## src/rtl/ils_pkg.sv

```systemverilog
`timescale 1ns / 1ps

package ils_pkg;

  localparam int CAPACITY   = 1024;
  localparam int ELEM_WIDTH = 32;
  localparam int ADDR_W     = $clog2(CAPACITY);
  localparam int CNT_W      = $clog2(CAPACITY + 1);

  localparam int MODE_W   = 3;
  localparam int POS_W    = 10;
  localparam int DATA_W   = 32;
  localparam int STATUS_W = 2;

  typedef enum logic [MODE_W-1:0] {
    M_GET    = 3'd0,
    M_SET    = 3'd1,
    M_PUSH   = 3'd2,
    M_POP    = 3'd3,
    M_INSERT = 3'd4,
    M_REMOVE = 3'd5,
    M_CLEAR  = 3'd6
  } mode_t;

  typedef enum logic [STATUS_W-1:0] {
    ST_OK    = 2'd0,
    ST_RANGE = 2'd1,
    ST_EMPTY = 2'd2,
    ST_FULL  = 2'd3
  } status_t;

  typedef enum logic [2:0] {
    S_IDLE,
    S_READ,
    S_SHIFT_UP,
    S_INS_WR,
    S_RM_FIRST,
    S_SHIFT_DN,
    S_EMIT
  } state_t;

  typedef struct packed {
    status_t status;
    logic    ok;
  } decision_t;

endpackage

```

## src/rtl/ils_check.sv

```systemverilog
`timescale 1ns / 1ps

module ils_check (
  input  logic [ils_pkg::MODE_W-1:0] mode,
  input  logic [ils_pkg::POS_W-1:0]  position,
  input  logic [ils_pkg::CNT_W-1:0]  count,
  output ils_pkg::decision_t         dec
);

  logic [ils_pkg::CNT_W-1:0] pos_ext;
  logic                      full;
  ils_pkg::status_t          st;

  assign pos_ext = ils_pkg::CNT_W'(position);
  assign full    = (count >= ils_pkg::CNT_W'(ils_pkg::CAPACITY));

  always_comb begin
    st = ils_pkg::ST_OK;
    case (mode)
      ils_pkg::M_GET, ils_pkg::M_SET, ils_pkg::M_REMOVE: begin
        if (pos_ext >= count) st = ils_pkg::ST_RANGE;
      end
      ils_pkg::M_PUSH: begin
        if (full) st = ils_pkg::ST_FULL;
      end
      ils_pkg::M_POP: begin
        if (count == '0) st = ils_pkg::ST_EMPTY;
      end
      ils_pkg::M_INSERT: begin
        if (pos_ext > count) st = ils_pkg::ST_RANGE;
        else if (full) st = ils_pkg::ST_FULL;
      end
      default: st = ils_pkg::ST_OK;
    endcase
  end

  assign dec.status = st;
  assign dec.ok     = (st == ils_pkg::ST_OK);

endmodule

```

## config.mk

```make
export PLATFORM = sky130hd
export DESIGN_NAME = ils_check
export DESIGN_NICKNAME = d
export VERILOG_FILES = /design/src/rtl/ils_pkg.sv /design/src/rtl/ils_check.sv
export SDC_FILE = /design/constraint.sdc
export NUM_CORES = 1
export LEC_CHECK = 0
export BUFFER_PORTS_ARGS = -buffer_cell sky130_fd_sc_hd__buf_2
export CAP_MARGIN = 0
export CELL_PAD_IN_SITES_DETAIL_PLACEMENT = 0
export CELL_PAD_IN_SITES_GLOBAL_PLACEMENT = 1
export CORE_AREA = 2 2 39 41
export DETAILED_ROUTE_END_ITERATION = 10
export DIE_AREA = 0 0 41 43
export PLACE_DENSITY_LB_ADDON = 0.1
export SLEW_MARGIN = 20
export SYNTH_ARGS = -nofsm -noshare
export SYNTH_HDL_FRONTEND = slang
export SYNTH_SLANG_ARGS = --single-unit
```

## constraint.sdc

```tcl
create_clock -name vclk -period 1.99
set_clock_uncertainty 0.15 [all_clocks]
set_input_delay 0.199 -clock vclk [all_inputs]
set_output_delay 0.199 -clock vclk [all_outputs]
set_load 0.02 [all_outputs]
```

# After elaboration in Yosys (flattened, before gate mapping)
# Index checks and enable logic that the tools add are counted.
[classes]
order_cmp = 3
n_eq_ne = 5
mux = 5
reduce_logical = 4
[op_table]
columns = ["cell", "n"]
rows = [
  ["10-bit by 11-bit greater-or-equal comparator with 1-bit output", 1],
  ["11-bit greater-or-equal comparator, second input constant", 1],
  ["10-bit by 11-bit > comparator with 1-bit output", 1],
  ["11-bit zero test", 1],
  ["2-bit one-hot mux with 4 select lines", 1],
  ["3-bit by 2-bit == test with 1-bit output, second input constant", 2],
  ["3-bit == test, second input constant", 2],
  ["2-bit 2-to-1 mux", 3],
  ["3-bit by 1-bit == test with 1-bit output, second input constant", 1],
  ["3-bit zero test", 1],
  ["3-bit OR reduction", 1],
  ["2-bit zero test", 1],
  ["1-bit 2-to-1 mux", 1],
]
[word_totals]
register_bits = 0
out_inout_bits = 3
elab_cells = 17

# Depth between registers and ports, before layout
# Gate-level depths: netlist of the first run.
[logic_depth]
ltp_word = 5
depth_mapped = 6
depth_no_buf = 6

# Least setup slack after synthesis of the first run
# Ideal clock, no wire load.
[synth_timing]
kind = "in2out"
start = "in position[0] (netlist bit)"
end = "out dec[0] (netlist bit)"
arrival_time_ps = 1443
t_required_ps = 1641
setup_slack_ps = 198
cell_stages = 6
path_buffers = 0
path_cell_list = "inv_1 ha_1 nand2b_1 a211oi_1 o311ai_0 a211oi_2"
[synth_rtl]
columns = ["element", "line", "text"]
rows = [
  ["start, declared", "ils_check.sv:5", "input logic [ils_pkg::POS_W-1:0] position,"],
  ["end, declared", "ils_check.sv:7", "output ils_pkg::decision_t dec"],
]

==> results of run 1 <==
-- cell usage in the layout, fill, tap and decap left out, types with 3 or more instances in the layout --
cell type,Yosys,final
buf_2,0,20
inv_1,10,6
ha_4,0,6
ha_1,10,4
buf_6,0,4
nand4_1,3,3
a21o_1,3,3
buf_4,0,3
-- cell families after synthesis --
logic type / Yosys count
AND/OR/NAND/NOR: 14
AO/OA/AOI/OAI: 10
buffers and inverters: 10
adder cells (fa/ha/maj): 10
XOR/XNOR: 1
-- layer usage --
metal,GRT usage,part of all wire,vias up
met5,0,0,-
met4,0,0,0
met3,0.00524,0.077,0
met2,0.188,0.48,13
met1,0.127,0.44,192
li1,-,-,231
-- final timing paths --
| check | to | slack (ps) |
|---|---|---|
| min | dec[2] | 600 |
| max | dec[0] | 40 |
-- area by class of cell --
class	count	area, um2
Timing Repair Buffer	29	198
Fill cell	147	703
Multi-Input combinational cell	35	420
Tap cell	16	20.0
Inverter	10	42.5
-- where the power goes --
group          switching (mW)  leakage (nW)  internal, mW  total, mW
Sequential                  0             0             0          0
Combinational          0.0642         0.343        0.0726      0.137
Clock                       0             0             0          0
Total                  0.0642         0.343        0.0726      0.137
-- timing repair --
action                     4_1_cts  5_1_grt
resized for setup                1       24
pin swaps                        0        9
setup endpoints to repair        2        1
-- through the flow --
| step | hold slack [ps] | cells | area (um2) |
|---|---|---|---|
| global route | 624 | 90 | 681 |
| detailed placement | 605 | 90 | 532 |
| floorplan | 349 | 45 | 362 |
| global placement | 610 | 90 | 532 |
| finish | 603 | 90 | 681 |
| CTS | 607 | 90 | 532 |
-- worst max-delay path, cell delays in order --
cell and delay, ps:
buf_2 110, ha_4 250, nand4_1 170, nor4_4 400, nor4_2 110, a211oi_2 190
buf_4 170
-- Yosys cell counts (all sizes together) --
cell,number,area [um2]
nand3,2,10.0
nand2b,1,6.26
inv,10,37.5
nand4,3,18.8
nor2,2,7.51
xor2,1,8.76
a21oi,2,10.0
o311ai,1,8.76
a21o,3,22.5
nand3b,1,7.51
nor4,4,31.3
or4,1,11.3
a211oi,2,20.0
ha,10,125
o41ai,2,36.3
==> flow_summary.ini, run 1 <==
[clock_tree]
postCtsHoldBufs = 0
cts_setup_buffers = 0

[global_route]
grt_max_degree = 6
antenna_found_initial = 0
grt_pass1_wl_um = 1350
grt_overflow = 0
track_usage = 0.101
grt_pass1_vias = 373

[cells_and_area]
utilization = 0.492
antenna_cells = 0
seqCellArea_um2 = 0
drive_gt1_frac = 0.608
area_delta_synth_final_pct = 88.2
nClkBuffers = 0
seq_cell_count = 0
nets = 110

[floorplanning]
row_count = 14
ioPinCount = 27
initial_utilization = 0.261
die_w_um = 41
core_um2 = 1380
dieArea_um2 = 1760
dieHeight_um = 43

[run_status]
outcome = finished clean

[critical_path]
worstSetupPathType = in -> out
crit_fanout = 3
cp.required_ps = 1640
start_kind = input pin
startpoint = position[3]
arrival_ps = 1600
crit_path_end_kind = output port

[yosys]
synth_fa_ha_area_frac = 0.346
syn-num-nets = 79
yosys.area_share.simple = 0.256
syn_avg_cell_area_um2 = 8.04
synth-xor-area-share = 0.0242
synth_cell_types = 18
synthMuxAreaShare = 0
synthCells = 45
synth_top_family_by_area = adder cells
syn_area_um2 = 362
ys_seq_area_frac = 0
synth_compound_area_frac = 0.270
yosys_warnings = 0

[route]
wl_per_cell_um = 10.8
via_per_inst = 4.84
drt_iter0_drc = 4
drt.antenna.violating_nets = 0
routed_wl_um = 976
vias = 436
drc = 0
drt-pass1-iter-count = 2

[pwr]
p_leak_nw = 0.343
peakVddDrop_uv = 78.2
design_power_total_uw = 137
cellPowerDensity_nw_per_um2 = 201

[timing]
worstMarginPinSlew_ps = 412
period_share = 0.982
rsz0062_at_grt = yes
relSlewSlack = 0.721
worst_slack_ps = 36.2
setup_viol = 0
fmax_ghz = 0.512
slew_violations = 0
hold_violations = 0
tns_ps = 0
fin_crit_ps = 1950

[min_path]
min_delay_path_depth = 3
hold_start = count[7]
hold_class = in -> out

[placement]
place_congestion = 0.759
place.port_buffers = 27
pre_cts_slack_ps = -51.5
hpwl_um = 813

[job]
maxCapViolCount = 0
Power figures use the tool's default switching activity.
==> run 2, diff against run 1 <==
REMOVE_ABC_BUFFERS = 1   (was default)
clock period = 2.2 ns   (was 1.99 ns; I/O delays follow)
==> run 2 against run 1 <==
  * Worst hold slack better by 39 ps
  * Global-route usage is 0.10 points higher
  * Largest power group unchanged
  * Final cell count is 1.1% lower
  * Combinational power is 32% lower
  * Cell area is 23% lower
  * Critical endpoint unchanged
  * Non-clock buffer count is 1 lower
  * First-iteration DRC count is 25% lower
  * Setup slack better by 140 ps
  * Sequential share of layout area stayed put
  * Critical path depth is 2 higher
  * Via count is 3.4% lower
==> flow_summary.ini, run 2 (synthesized netlist as in run 1, its figures left out) <==
[cells_and_area]
multi_input_area_um2 = 324
area_delta_synth_final_pct = 45.0
final_cell_mix = buf_2, inv_1, ha_1
antenna_cells = 0
final_common_cell = buf_2
seq_cell_count = 0
drive_gt1_frac = 0.438
nets = 109
nClkBuffers = 0
seqCellArea_um2 = 0
nFillCells = 159
layoutNonFillerInstCount = 89
final_area_um2 = 524

[timing]
setup_viol = 0
period_share = 0.922
fmax_ghz = 0.493
slew_violations = 0
relSlewSlack = 0.727
tns_ps = 0
fin_crit_ps = 2030
rsz0062_at_grt = no
worstMarginPinSlew_ps = 406
hold_violations = 0

[route]
routed_wl_um = 820
wl_per_cell_um = 9.21
vias = 421
drt_iter0_drc = 3
drc = 0
drt.antenna.violating_nets = 0
via_per_inst = 4.73
drt-pass1-iter-count = 2

[floorplanning]
row_count = 14
dieHeight_um = 43
dieArea_um2 = 1760
core_um2 = 1380
initial_utilization = 0.261
ioPinCount = 27
die_w_um = 41

[critical_path]
worstSetupPathType = in -> out
cp_num_cells = 9
startpoint = position[0]
cpMaxStageDelayCell = ha_1
crit_path_end_kind = output port
cp.required_ps = 1830
path_cells = buf_2, inv_1, ha_1, nand2b_1, a211oi_1, o311ai_0, buf_4, a211oi_2, buf_2
max_stage_delay_ps = 290
arrival_ps = 1660
start_kind = input pin
crit_end = dec[0]
path_common_cell = buf_2
critPathTopFamily = compound AO/OA/AOI/OAI gates
crit_fanout = 2
path_buf_inv = 4

[placement]
hpwl_um = 794
place.port_buffers = 27
dpl.cell_count = 89
placed_cell_area_um2 = 524
place_congestion = 0.727

[min_path]
hold_class = in -> out

[run_status]
outcome = finished clean

[pwr]
p_leak_nw = 0.317
cellPowerDensity_nw_per_um2 = 177
peakVddDrop_uv = 44.4

[clock_tree]
cts_setup_buffers = 0
postCtsHoldBufs = 0
cts_resized = 0

[global_route]
grt_pass1_vias = 346
track_usage = 0.102
grt_max_degree = 6
grt_pass1_wl_um = 1330
antenna_found_initial = 0
grt_overflow = 0

[job]
maxCapViolCount = 0
[run 2: area by class of cell]
class | count | share of cell area
inverter | 10 | 0.0716
timing repair buffer | 28 | 0.272
multi-input combinational | 35 | 0.618
tap | 16 | 0.0382
[run 2: per-stage QoR]
| stage | total power, mW | hold slack [ps] | utilization | setup WS (ps) |
|---|---|---|---|---|
| after floorplan | 0.0508 | 391 | - | 366 |
| after global placement | 0.0950 | 648 | 0.379 | 144 |
| after detailed placement | 0.0946 | 644 | 0.379 | 153 |
| after CTS | 0.0950 | 647 | 0.379 | 146 |
| after global routing | 0.107 | 662 | 0.379 | 52.6 |
| final | 0.0929 | 642 | 0.379 | 173 |
[run 2: report_power, final]
part	internal [mW]	leakage [nW]	switching (mW)
sequential	0	0	0
combinational	0.0466	0.317	0.0463
clock	0	0	0
[run 2: per-layer routing]
metal,up-vias,track usage,routed length [um]
met2,13,0.184,379
met5,-,0,0
met4,0,0,0
met1,176,0.136,384
met3,0,0,56
li1,232,-,-
[run 2: worst min-delay path by stage]
stage               cells past startpoint     end     start  slack, ps
finish                                  3  dec[2]  count[6]        640
floorplan                               1  dec[2]  count[7]        390
global placement                        3  dec[2]  count[6]        650
detailed placement                      3  dec[2]  count[6]        640
global route                            3  dec[2]  count[6]        660
CTS                                     3  dec[2]  count[6]        650
